===== src/hdl/cgr_pkg.sv =====
package cgr_pkg;

	// Table geometry
	localparam int MAX_KEYS = 16;
	localparam int IDX_W    = $clog2(MAX_KEYS);
	localparam int CNT_W    = 5;

	// Field widths
	localparam int MODE_W   = 2;
	localparam int TPT_W    = 18;
	localparam int TIME_W   = 17;
	localparam int COLOR_W  = 32;
	localparam int KIDX_W   = 4;
	localparam int STAT_W   = 2;
	localparam int FRAC_W   = 16;
	localparam int KEY_W    = TIME_W + COLOR_W;

	localparam logic [TIME_W-1:0]  ONE_Q16      = TIME_W'(65536);
	localparam logic [COLOR_W-1:0] BLACK_OPAQUE = 32'h0000_00FF;

	typedef enum logic [MODE_W-1:0] {
		MODE_ADD    = 2'd0,
		MODE_REMOVE = 2'd1,
		MODE_EVAL   = 2'd2,
		MODE_NONE   = 2'd3
	} mode_t;

	typedef enum logic [STAT_W-1:0] {
		STAT_OK        = 2'd0,
		STAT_FULL      = 2'd1,
		STAT_BAD_INDEX = 2'd2,
		STAT_EMPTY     = 2'd3
	} status_t;

	// Clamp a signed Q1.16 time to the range 0 .. 1.0.
	function automatic logic [TIME_W-1:0] sat_time(input logic signed [TPT_W-1:0] raw);
		logic [TIME_W-1:0] res;
		begin
			if (raw[TPT_W-1]) begin
				res = '0;
			end else if (raw[TPT_W-2:0] > ONE_Q16) begin
				res = ONE_Q16;
			end else begin
				res = raw[TIME_W-1:0];
			end
			return res;
		end
	endfunction

endpackage


===== src/hdl/cgr_in_if.sv =====
interface cgr_in_if;
	logic                                 valid;
	logic                                 ready;
	logic [cgr_pkg::MODE_W-1:0]           mode;
	logic signed [cgr_pkg::TPT_W-1:0]     time_point;
	logic [cgr_pkg::COLOR_W-1:0]          color_in;
	logic [cgr_pkg::KIDX_W-1:0]           key_index;

	modport source (output valid, mode, time_point, color_in, key_index, input ready);
	modport sink   (input valid, mode, time_point, color_in, key_index, output ready);
endinterface


===== src/hdl/cgr_out_if.sv =====
interface cgr_out_if;
	logic                           valid;
	logic                           ready;
	logic [cgr_pkg::COLOR_W-1:0]    color_out;
	logic [cgr_pkg::CNT_W-1:0]      key_count;
	logic [cgr_pkg::STAT_W-1:0]     status;

	modport source (output valid, color_out, key_count, status, input ready);
	modport sink   (input valid, color_out, key_count, status, output ready);
endinterface


===== src/hdl/cgr_ram.sv =====
module cgr_ram #(
	parameter int WIDTH = 8,
	parameter int DEPTH = 16
) (
	input  logic                     clk,
	input  logic                     we,
	input  logic [$clog2(DEPTH)-1:0] waddr,
	input  logic [WIDTH-1:0]         wdata,
	input  logic [$clog2(DEPTH)-1:0] raddr,
	output logic [WIDTH-1:0]         rdata
);
	logic [WIDTH-1:0] mem [DEPTH];

	always_ff @(posedge clk) begin
		if (we) begin
			mem[waddr] <= wdata;
		end
		rdata <= mem[raddr];
	end
endmodule


===== src/hdl/color_gradient_ramp.sv =====
// Piecewise-linear RGBA color gradient with a sorted table of up to MAX_KEYS keys.
// Items arrive on the req channel (mode, time_point, color_in, key_index) and each
// one gives exactly one item on the rsp channel (color_out, key_count, status).
// The keys live in one synchronous RAM with a registered read; an operation
// that walks the table streams through it one entry per cycle. An add walks
// down from the top entry, moving larger keys up one place; a remove walks up
// from the removed place; an evaluate walks up until it finds the first key
// not below the query. A rejected or trivial item goes straight to its result;
// a new key that goes to the front takes one more write after the walk; an
// evaluate that blends walks, then runs a restoring division for the 16-bit
// fraction, then multiplies and adds channel by channel.
// One item is worked on at a time; req.ready is high only while the block is idle.
// The result sits in an output register, so a new item may be taken while the
// previous result waits for rsp.ready; a finished result waits in its own stage
// until the output register is free, holding off further items meanwhile.
// Reset empties the table (the key count goes to zero) and clears state_q and the
// valid flags; the RAM is not cleared and is never read before being written.
module color_gradient_ramp (
	input  logic      clk,
	input  logic      arst_n,
	cgr_in_if.sink    req,
	cgr_out_if.source rsp
);
	import cgr_pkg::*;

	typedef enum logic [6:0] {
		ST_IDLE = 7'b0000001,
		ST_WALK = 7'b0000010,
		ST_INS  = 7'b0000100,
		ST_DIV  = 7'b0001000,
		ST_MUL  = 7'b0010000,
		ST_ADD  = 7'b0100000,
		ST_DONE = 7'b1000000
	} state_t;

	state_t             state_q;
	mode_t              op_q;
	logic [TIME_W-1:0]  tq_q;
	logic [COLOR_W-1:0] col_q;
	logic [CNT_W-1:0]   count_q;

	// Read sequencer and the stage that sees the read data.
	logic               rd_on_q;
	logic               rd_dn_q;
	logic [IDX_W-1:0]   rd_ptr_q;
	logic [IDX_W-1:0]   rd_end_q;
	logic               rv_s1;
	logic [IDX_W-1:0]   ri_s1;

	// Interpolation state.
	logic [TIME_W-1:0]  prev_t_q;
	logic [COLOR_W-1:0] prev_c_q;
	logic [COLOR_W-1:0] cr_q;
	logic [TIME_W-1:0]  span_q;
	logic [TIME_W-1:0]  rem_q;
	logic [FRAC_W-1:0]  frac_q;
	logic [3:0]         div_cnt_q;
	logic [1:0]         ch_q;
	logic signed [25:0] prod_q;
	logic [IDX_W-1:0]   ins_pos_q;

	logic [COLOR_W-1:0] res_color_q;
	status_t            res_stat_q;

	logic               out_vld_q;
	logic [COLOR_W-1:0] out_color_q;
	logic [CNT_W-1:0]   out_cnt_q;
	logic [STAT_W-1:0]  out_stat_q;

	// RAM ports
	logic               we;
	logic [IDX_W-1:0]   waddr;
	logic [KEY_W-1:0]   wdata;
	logic [KEY_W-1:0]   rdata;
	logic [TIME_W-1:0]  rd_time;
	logic [COLOR_W-1:0] rd_color;

	logic               accept;
	logic               stop_walk;
	logic               out_load;
	logic [IDX_W-1:0]   last_idx;
	logic [TIME_W-1:0]  sat_tp;
	logic [TIME_W-1:0]  diff;
	logic [TIME_W-1:0]  span;
	logic [TIME_W:0]    rem2;
	logic               ge;
	logic [7:0]         ch_a;
	logic [7:0]         ch_b;
	logic signed [8:0]  delta;
	logic signed [25:0] prod_d;
	logic signed [25:0] sum;

	assign rd_time  = rdata[KEY_W-1:COLOR_W];
	assign rd_color = rdata[COLOR_W-1:0];
	assign last_idx = IDX_W'(count_q - CNT_W'(1));
	assign sat_tp   = sat_time(req.time_point);
	assign accept   = req.valid && req.ready;
	assign req.ready = (state_q == ST_IDLE);
	assign out_load = (state_q == ST_DONE) && (!out_vld_q || rsp.ready);

	assign rsp.valid     = out_vld_q;
	assign rsp.color_out = out_color_q;
	assign rsp.key_count = out_cnt_q;
	assign rsp.status    = out_stat_q;

	cgr_ram #(.WIDTH(KEY_W), .DEPTH(MAX_KEYS)) u_keys (
		.clk   (clk),
		.we    (we),
		.waddr (waddr),
		.wdata (wdata),
		.raddr (rd_ptr_q),
		.rdata (rdata)
	);

	// The walk stops at the entry that settles the operation.
	always_comb begin
		stop_walk = 1'b0;
		if (state_q == ST_WALK && rv_s1) begin
			case (op_q)
				MODE_ADD:    stop_walk = (rd_time <= tq_q) || (ri_s1 == '0);
				MODE_REMOVE: stop_walk = (ri_s1 == last_idx);
				MODE_EVAL:   stop_walk = (tq_q <= rd_time) || (ri_s1 == last_idx);
				default:     stop_walk = 1'b1;
			endcase
		end
	end

	// Write port: moving keys during add and remove, and placing a new key.
	always_comb begin
		we    = 1'b0;
		waddr = ri_s1;
		wdata = rdata;
		case (state_q)
			ST_WALK: begin
				if (rv_s1 && op_q == MODE_ADD) begin
					we    = 1'b1;
					waddr = ri_s1 + IDX_W'(1);
					wdata = (rd_time > tq_q) ? rdata : {tq_q, col_q};
				end else if (rv_s1 && op_q == MODE_REMOVE) begin
					we    = 1'b1;
					waddr = ri_s1 - IDX_W'(1);
				end
			end
			ST_INS: begin
				we    = 1'b1;
				waddr = ins_pos_q;
				wdata = {tq_q, col_q};
			end
			default: begin
				we = 1'b0;
			end
		endcase
	end

	// Datapath for the fraction and the channel blend.
	always_comb begin
		diff   = tq_q - prev_t_q;
		span   = rd_time - prev_t_q;
		rem2   = {rem_q, 1'b0};
		ge     = (rem2 >= {1'b0, span_q});
		ch_a   = prev_c_q[{ch_q, 3'b000} +: 8];
		ch_b   = cr_q[{ch_q, 3'b000} +: 8];
		delta  = $signed({1'b0, ch_b}) - $signed({1'b0, ch_a});
		prod_d = delta * $signed({1'b0, frac_q});
		sum    = $signed({2'b00, ch_a, 16'h0000}) + prod_q + 26'sd32768;
	end

	always_ff @(posedge clk or negedge arst_n) begin
		if (!arst_n) begin
			state_q   <= ST_IDLE;
			count_q   <= '0;
			rd_on_q   <= 1'b0;
			rv_s1     <= 1'b0;
			out_vld_q <= 1'b0;
		end else begin
			rv_s1 <= (state_q == ST_WALK) && rd_on_q && !stop_walk;
			ri_s1 <= rd_ptr_q;

			if (out_load) begin
				out_vld_q <= 1'b1;
			end else if (rsp.ready) begin
				out_vld_q <= 1'b0;
			end

			case (state_q)
				ST_IDLE: begin
					if (accept) begin
						op_q        <= mode_t'(req.mode);
						tq_q        <= sat_tp;
						col_q       <= req.color_in;
						case (mode_t'(req.mode))
							MODE_ADD: begin
								res_color_q <= '0;
								if (count_q == CNT_W'(MAX_KEYS)) begin
									res_stat_q <= STAT_FULL;
									state_q    <= ST_DONE;
								end else if (count_q == '0) begin
									res_stat_q <= STAT_OK;
									ins_pos_q  <= '0;
									state_q    <= ST_INS;
								end else begin
									res_stat_q <= STAT_OK;
									rd_on_q    <= 1'b1;
									rd_dn_q    <= 1'b1;
									rd_ptr_q   <= last_idx;
									rd_end_q   <= '0;
									state_q    <= ST_WALK;
								end
							end
							MODE_REMOVE: begin
								res_color_q <= '0;
								if (CNT_W'(req.key_index) >= count_q) begin
									res_stat_q <= STAT_BAD_INDEX;
									state_q    <= ST_DONE;
								end else if (IDX_W'(req.key_index) == last_idx) begin
									res_stat_q <= STAT_OK;
									count_q    <= count_q - CNT_W'(1);
									state_q    <= ST_DONE;
								end else begin
									res_stat_q <= STAT_OK;
									rd_on_q    <= 1'b1;
									rd_dn_q    <= 1'b0;
									rd_ptr_q   <= IDX_W'(req.key_index) + IDX_W'(1);
									rd_end_q   <= last_idx;
									state_q    <= ST_WALK;
								end
							end
							MODE_EVAL: begin
								if (count_q == '0) begin
									res_color_q <= BLACK_OPAQUE;
									res_stat_q  <= STAT_EMPTY;
									state_q     <= ST_DONE;
								end else begin
									res_color_q <= '0;
									res_stat_q  <= STAT_OK;
									rd_on_q     <= 1'b1;
									rd_dn_q     <= 1'b0;
									rd_ptr_q    <= '0;
									rd_end_q    <= last_idx;
									state_q     <= ST_WALK;
								end
							end
							default: begin
								res_color_q <= '0;
								res_stat_q  <= STAT_OK;
								state_q     <= ST_DONE;
							end
						endcase
					end
				end

				ST_WALK: begin
					// Issue the next read while the previous entry is examined.
					if (stop_walk) begin
						rd_on_q <= 1'b0;
					end else if (rd_on_q) begin
						if (rd_ptr_q == rd_end_q) begin
							rd_on_q <= 1'b0;
						end else if (rd_dn_q) begin
							rd_ptr_q <= rd_ptr_q - IDX_W'(1);
						end else begin
							rd_ptr_q <= rd_ptr_q + IDX_W'(1);
						end
					end

					if (rv_s1) begin
						case (op_q)
							MODE_ADD: begin
								if (rd_time <= tq_q) begin
									count_q <= count_q + CNT_W'(1);
									state_q <= ST_DONE;
								end else if (ri_s1 == '0) begin
									ins_pos_q <= '0;
									state_q   <= ST_INS;
								end
							end
							MODE_REMOVE: begin
								if (ri_s1 == last_idx) begin
									count_q <= count_q - CNT_W'(1);
									state_q <= ST_DONE;
								end
							end
							MODE_EVAL: begin
								if (tq_q <= rd_time) begin
									if (ri_s1 == '0) begin
										res_color_q <= rd_color;
										state_q     <= ST_DONE;
									end else begin
										cr_q <= rd_color;
										if (diff == span) begin
											// Query sits on the right key: fraction saturates.
											frac_q  <= '1;
											ch_q    <= 2'd3;
											state_q <= ST_MUL;
										end else begin
											rem_q     <= diff;
											span_q    <= span;
											frac_q    <= '0;
											div_cnt_q <= '0;
											state_q   <= ST_DIV;
										end
									end
								end else begin
									prev_t_q <= rd_time;
									prev_c_q <= rd_color;
									if (ri_s1 == last_idx) begin
										res_color_q <= rd_color;
										state_q     <= ST_DONE;
									end
								end
							end
							default: begin
								state_q <= ST_DONE;
							end
						endcase
					end
				end

				ST_INS: begin
					count_q <= count_q + CNT_W'(1);
					state_q <= ST_DONE;
				end

				ST_DIV: begin
					// One quotient bit per cycle; the remainder stays below the span.
					rem_q     <= ge ? TIME_W'(rem2 - {1'b0, span_q}) : rem2[TIME_W-1:0];
					frac_q    <= {frac_q[FRAC_W-2:0], ge};
					div_cnt_q <= div_cnt_q + 4'd1;
					if (div_cnt_q == 4'd15) begin
						ch_q    <= 2'd3;
						state_q <= ST_MUL;
					end
				end

				ST_MUL: begin
					prod_q  <= prod_d;
					state_q <= ST_ADD;
				end

				ST_ADD: begin
					res_color_q[{ch_q, 3'b000} +: 8] <= sum[23:16];
					if (ch_q == 2'd0) begin
						state_q <= ST_DONE;
					end else begin
						ch_q    <= ch_q - 2'd1;
						state_q <= ST_MUL;
					end
				end

				ST_DONE: begin
					if (out_load) begin
						state_q <= ST_IDLE;
					end
				end

				default: begin
					state_q <= ST_IDLE;
				end
			endcase
		end
	end

	// Output register payload.
	always_ff @(posedge clk) begin
		if (out_load) begin
			out_color_q <= res_color_q;
			out_cnt_q   <= count_q;
			out_stat_q  <= res_stat_q;
		end
	end
endmodule


===== src/flat_wrapper.sv =====
// flat-port wrapper written by rule: the top's interface ports become plain ports
module color_gradient_ramp_flat import cgr_pkg::*;
  (clk, arst_n, req_valid, req_mode, req_time_point, req_color_in, req_key_index, req_ready, rsp_valid, rsp_color_out, rsp_key_count, rsp_status, rsp_ready);
  cgr_in_if req_i ();
  cgr_out_if rsp_i ();
  input  logic clk;
  input  logic arst_n;
  input wire logic [$bits(req_i.valid)-1:0] req_valid;
  input wire logic [$bits(req_i.mode)-1:0] req_mode;
  input wire logic [$bits(req_i.time_point)-1:0] req_time_point;
  input wire logic [$bits(req_i.color_in)-1:0] req_color_in;
  input wire logic [$bits(req_i.key_index)-1:0] req_key_index;
  output wire logic [$bits(req_i.ready)-1:0] req_ready;
  output wire logic [$bits(rsp_i.valid)-1:0] rsp_valid;
  output wire logic [$bits(rsp_i.color_out)-1:0] rsp_color_out;
  output wire logic [$bits(rsp_i.key_count)-1:0] rsp_key_count;
  output wire logic [$bits(rsp_i.status)-1:0] rsp_status;
  input wire logic [$bits(rsp_i.ready)-1:0] rsp_ready;
  assign req_i.valid = req_valid;
  assign req_i.mode = req_mode;
  assign req_i.time_point = req_time_point;
  assign req_i.color_in = req_color_in;
  assign req_i.key_index = req_key_index;
  assign req_ready = req_i.ready;
  assign rsp_valid = rsp_i.valid;
  assign rsp_color_out = rsp_i.color_out;
  assign rsp_key_count = rsp_i.key_count;
  assign rsp_status = rsp_i.status;
  assign rsp_i.ready = rsp_ready;
  color_gradient_ramp u_core (.clk(clk), .arst_n(arst_n), .req(req_i), .rsp(rsp_i));
endmodule

===== config.mk =====
export PLATFORM = sky130hd
export DESIGN_NAME = color_gradient_ramp_flat
export DESIGN_NICKNAME = d
export VERILOG_FILES = /design/src/hdl/cgr_pkg.sv /design/src/hdl/cgr_in_if.sv /design/src/hdl/cgr_out_if.sv /design/src/hdl/cgr_ram.sv /design/src/hdl/color_gradient_ramp.sv /design/src/flat_wrapper.sv
export SDC_FILE = /design/constraint.sdc
export NUM_CORES = 2
export LEC_CHECK = 0
export BUFFER_PORTS_ARGS = -buffer_cell sky130_fd_sc_hd__buf_2
export CAP_MARGIN = 25
export CORE_MARGIN = 3
export CORE_UTILIZATION = 55
export DETAILED_ROUTE_END_ITERATION = 7
export GPL_ROUTABILITY_DRIVEN = 0
export GPL_TIMING_DRIVEN = 0
export PLACE_DENSITY = 0.71
export SETUP_SLACK_MARGIN = 0.5
export SYNTH_ARGS = -nofsm -noshare
export SYNTH_HDL_FRONTEND = slang
export SYNTH_SLANG_ARGS = --single-unit
export TNS_END_PERCENT = 5

===== constraint.sdc =====
create_clock -name clk -period 11.32 [get_ports clk]
set_input_delay 1.132 -clock clk [delete_from_list [all_inputs] [get_ports clk]]
set_output_delay 1.132 -clock clk [all_outputs]
set_load 0.02 [all_outputs]

== Word-level counts from Yosys, hierarchy flattened ==
Memory sizes are Yosys's and may differ from the RTL's. A register that Yosys moved wholly into a read port is not among the register bits.
Index checks and enable logic that the tools add are counted.
Storage, ports and cells
  output and inout bits: 41
  memories: 1
  register bits: 317
  bits in latches: 0
  bits in read-only memories: 0
  bits in writable memories: 784
Cells by class
  magnitude comparators: 6
  bitwise logic cells: 3
  add/sub/neg operators: 16
  multiplexer cells: 126
  div/mod/pow operators: 0
  multipliers: 1
  shift-type cells: 4
  reductions and logical operators: 40
  equality and inequality tests: 56
Memory list
  u_core.u_keys.mem: words 16, bits a word 49, read ports 1, clocked after Yosys merged registers in 1, write ports 1, RTL line cgr_ram.sv:12  | logic [WIDTH-1:0] mem [DEPTH];
Operator list (count)
  $mux W32: 7
  $mux W17: 7
  $mux W4: 28
  $mux W49: 2
  $mux W7: 14
  $pmux W49 S2: 1
  $pmux W32 S3: 1
  $mux W16: 5
  $shiftx A32 B6 Y8: 2
  $sub A17 B17 Y17: 3
  $pmux W7 S7: 1
  $ne A2 B2 Y1 const B: 23
  $pmux W7 S3: 2
  $mux W5: 8
  $le A17 B17 Y1: 2
  $pmux W17 S2: 1
  $bwmux W32: 1
  $pmux W16 S2: 1
  $pmux W4 S2: 4
  $shift A8 B7 Y32 const A: 1
  $shiftx A8 B7 Y32: 1
  $ne A3 B3 Y1 const B: 10
  $reduce_and A9 Y1: 3
  $add A24 B17 Y24 const B: 1
  55 further kinds: 123

== Depth between registers and ports, before layout ==
  depth in word-level cells: 8
  gate-level depth with buffers: 35
  gate-level depth less buffers: 33

== By module ==
A second synthesis with hierarchy kept.
Unflattened totals
  cells, all modules: 3151
  area total of the unflattened synthesis: 51261.7 µm²
Modules (own cells, without submodules)
  cgr_ram: cells an instance 1268, area each 30337.8 µm², times used 1
  color_gradient_ramp: cells an instance 1883, area each 20923.8 µm², times used 1

== Worst setup path before layout ==
OpenSTA, ideal clock, no wires.
  kind: reg2reg
  start point: reg u_core.ch_q[0]
  end point: reg u_core.prod_q[23], data pin
  cell stages (with the launch flop): 33
  path buffers: 3
  setup time: 0.258 ns
  setup slack: 2.536 ns
  data arrival time: 8.526 ns
  required time: 11.062 ns
  path through: edfxtp_1 -> clkbuf_1 -> clkbuf_1 -> mux4_2 -> ha_1 -> fa_1 -> nor2b_1 -> o21ai_0 -> a21boi_0 -> o21ai_0 -> nand2b_1 -> xor2_1 -> clkbuf_1 -> nand2_1 -> fa_1 -> fa_1 -> inv_1 -> fa_1 -> fa_1 -> inv_1 -> fa_1 -> inv_1 -> ha_1 -> nand4bb_1 -> or4_1 -> a2111o_1 -> a31oi_1 -> and4_1 -> a2111oi_0 -> nor2b_1 -> o21a_1 -> nor2_1 -> xnor2_1
Between the ends
  cells in the longest elaborated chain, start to end: 3
  elaborated cells on any way between the ends: 4
  classes of those cells: add/sub (1); mul (1); shift (2)
RTL lines
  from (decl): RTL line color_gradient_ramp.sv:58  | logic [1:0] ch_q;
  from (signal assigned): RTL line color_gradient_ramp.sv:345  | ch_q <= ch_q - 2'd1;
  $shiftx A32 B6 Y8 (on tied branches): RTL line color_gradient_ramp.sv:162, color_gradient_ramp.sv:161
  $sub A8 B8 Y9 *: RTL line color_gradient_ramp.sv:163  | delta = $signed({1'b0, ch_b}) - $signed({1'b0, ch_a});
  $mul A9 B17 Y24 *: RTL line color_gradient_ramp.sv:164  | prod_d = delta * $signed({1'b0, frac_q});
  net u_core.prod_d[23]: RTL line color_gradient_ramp.sv:90  | logic signed [25:0] prod_d;
  to (signal assigned): RTL line color_gradient_ramp.sv:336  | prod_q <= prod_d;
  to (decl): RTL line color_gradient_ramp.sv:59  | logic signed [25:0] prod_q;
The timed path passes the listed nets; every way through them passes the cells marked *.
A chain may end at the register's enable or synchronous reset.

== Worst setup path after layout ==
  start point: reg u_core.ch_q[1]
  end point: reg u_core.prod_q[23], data pin
The elaborated chain is that of the path after synthesis.

==> impl_metrics.yaml <==
status:
  status: "finished, final reports clean"
route:
  viasPerCell: 6.23
  wl_per_cell_um: 27.2
  drtIter0Drc: 2989
  first_pass_iters: 6
  vias: 28365
  drc: 0
  wirelength_um: 124000
  ant_nets: 0
final_layout:
  seqCellArea_sq_mm: 0.0334
  multi_input_area_sq_mm: 0.0165
  post-route-util_pct: 63.8
  finalInstanceArea_sq_mm: 0.0580
  layout-drive-gt1-share_pct: 20.4
  syn_to_final_growth_pct: 13.9
  final_nets: 3602
  fillers: 6168
grt:
  antenna_found_initial: 2
  track_usage_pct: 26.1
  grt_pass1_wl_um: 184000
  grt_remaining_overflow: 0
  grt_pass1_vias: 29311
  grt_max_degree: 53
timing:
  finalSetupTns_ps: 0
  rsz0062_at_grt: "no"
  worst_pin_slew_ps: 1070
  fin_skew_ps: 30.0
  hold_slack_ps: 453
  fin_crit_sh_pct: 88.5
  maxSlewViolCount: 0
  finalHoldViolations: 0
  finalCriticalPeriod_ps: 10020
  relSlewSlack_pct: 27.9
  fmax_mhz: 99.8
  setup_viol: 0
critical_path:
  cp-start-kind: "register"
  r2r_slack_ps: 1300
  path_common_cell: "fa_1"
  crit_path_end_kind: "register"
  slowest_delay_ps: 650
  cp_max_fo: 10
  cp.required_ps: 11740
  worst_r2r_endpoint: "u_core.prod_q[23]"
  regToRegStartpoint: "u_core.ch_q[1]"
  path_class: "reg2reg"
  cp_slowest_cell: "a2111oi_0"
  worstPathArrival_ps: 10440
  reg2reg_depth: 31
synth:
  netlist_area_sq_mm: 0.0509
  ys.flop_type: "edfxtp_1"
  yosysTopAreaCell: "edfxtp_1"
  avgSynthCellArea_sq_um: 17.0
  synth-seq-cells: 1131
  synth_top_cell_area_share_pct: 63.0
  synth-edff-count: 1067
  ys_warn_count: 0
  yosysUniqueCellTypes: 81
  synth-seq-area-share_pct: 65.6
  yosys.cell_count.top_type: "edfxtp_1"
  syn-num-nets: 3308
  ys_async_sr_fraction_pct: 1.33
  synth_cells: 2985
  yosys-top-cells-count: "edfxtp_1 (1,067), mux4_2 (261), inv_1 (186)"
  synth_area_leaders: "edfxtp_1 (63%), mux4_2 (12%), fa_1 (4.1%)"
clock_network:
  numCtsBuffers: 107
  cts_tree: "yes"
  cts_htree_levels: 3
  clockBufferDepth: 3
  ctsHoldBuffers: 0
  cts_setup_buffers: 0
  ctsRootBufferMaster: "clkbuf_16"
  cts_sinks: 1131
  clk_pin_slew_ps: 60
  clk_latency_ps: 680
pwr:
  leakage_nw: 20.4
  vdd_drop_max_mv: 0.140
  power.density_mw_per_mm2: 201
  p_total_mw: 11.7
floorplan:
  die_w_um: 310
  num_rows: 110
  die_h_um: 310
  floorplan.initialDensity_pct: 56.0
  io_pins: 101
  die-area_sq_mm: 0.0962
  coreArea_sq_mm: 0.0908
worst_hold_path:
  hold_class: "in2async"
run:
  max_cap_violations: 0
placement:
  placed_cell_area_sq_mm: 0.0543
  port_buffers: 100
  dpl.hpwl_um: 84500
==> worst max-delay path: cells and delay by family (launching register included) <==
family,cells,cell delay (ps)
compound gates,8,2180
xor+xnor,2,690
fa+ha+maj,8,3440
buf+inv,6,1590
flops,1,380
mux,1,520
simple gates,6,960
==> flip-flops by register name, summed over array words and instances, names as in the netlist, 4 cells and up <==
| register | cells |
|---|---|
| u_core.col_q | 32 |
| u_core.count_q | 5 |
| u_core.cr_q | 32 |
| u_core.div_cnt_q | 4 |
| u_core.frac_q | 16 |
| u_core.prev_c_q | 32 |
| u_core.prev_t_q | 17 |
| u_core.prod_q | 9 |
| u_core.rd_end_q | 4 |
| u_core.rd_ptr_q | 4 |
| u_core.rem_q | 17 |
| u_core.res_color_q | 32 |
| u_core.ri_s1 | 4 |
| u_core.rsp.color_out | 32 |
| u_core.rsp.key_count | 5 |
| u_core.span_q | 17 |
| u_core.state_q | 7 |
| u_core.tq_q | 17 |
| u_core.u_keys.mem | 784 |
| u_core.u_keys.rdata | 49 |
==> routing by layer <==
layer	routed length [um]	GRT usage (%)	vias to the layer above	share of wire (%)
met2	62000	44.1	1329	50
met3	10300	4.12	230	8.3
met4	3620	8.44	0	2.9
li1	-	-	12112	-
met5	0	0	-	0
met1	48000	35.3	14694	39
==> timing repair <==
action | in CTS | in global routing
resized for setup | 0 | 5
endpoints found under the setup margin | 0 | 4
endpoints found under the hold margin | 0 | 0
==> per-stage QoR <==
| step | instances | setup WS [ps] |
|---|---|---|
| 2_1_floorplan | 2985 | 2540 |
| 6_report | 4551 | 1300 |
| 4_1_cts | 4542 | 587 |
| 3_3_place_gp | 4261 | 643 |
| 3_5_place_dp | 4339 | 645 |
| 5_1_grt | 4549 | 536 |
==> how the worst max path moves through the flow <==
stage	from	end	slack, ps	depth (start not counted)
finish	u_core.ch_q[1]	u_core.prod_q[23]	1300	31
CTS	u_core.ch_q[0]	u_core.prod_q[23]	590	31
global route	u_core.ch_q[1]	u_core.prod_q[23]	540	31
floorplan	u_core.ch_q[0]	u_core.prod_q[23]	2540	32
global placement	u_core.ch_q[0]	u_core.prod_q[23]	640	31
detailed placement	u_core.ch_q[0]	u_core.prod_q[23]	650	31
==> kinds of logic after synthesis <==
kind of cell	after synthesis	share of synthesized area (%)
buf+inv	296	2.23
simple gates	534	5.42
mux	306	12.5
flops	1131	65.6
compound gates	355	4.46
xor+xnor	100	1.75
fa+ha+maj	263	8.00
==> placed cells by master (no fill, tap or decap), types with 15 or more instances in the layout <==
cell type     n
buf_8        22
inv_1       186
nor2b_1      31
buf_12       28
mux4_2      261
clkbuf_1     96
nand2b_1     47
edfxtp_1   1067
nor3_1       16
nor2_1       90
fa_1        104
dfxtp_1      49
a21o_1       39
xor2_1       23
nand4_1      15
o21ai_0      86
nor2_4       16
a21oi_1      94
and2_1       93
clkbuf_16   110
xnor2_1      75
nand3_1      25
buf_1        37
ha_1        159
nand2_1     136
mux2_2       34
buf_2       111
==> where the power goes <==
group | total, mW | switching [mW] | internal, mW
sequential | 5.45 | 0.275 | 5.18
clock | 3.60 | 1.52 | 2.09
combinational | 2.61 | 1.54 | 1.07
total | 11.7 | 3.33 | 8.33
==> cell type report <==
cell class	count	area share [%]
Buffer	110	0.760
Inverter	186	1.20
Sequential cell	1131	57.6
Clock inverter	49	0.881
Antenna cell	2	0.00864
Clock buffer	154	5.28
Multi-Input combinational cell	1558	28.5
Timing Repair Buffer	185	3.18
Tap cell	1176	2.54
Power figures use the tool's default switching activity.
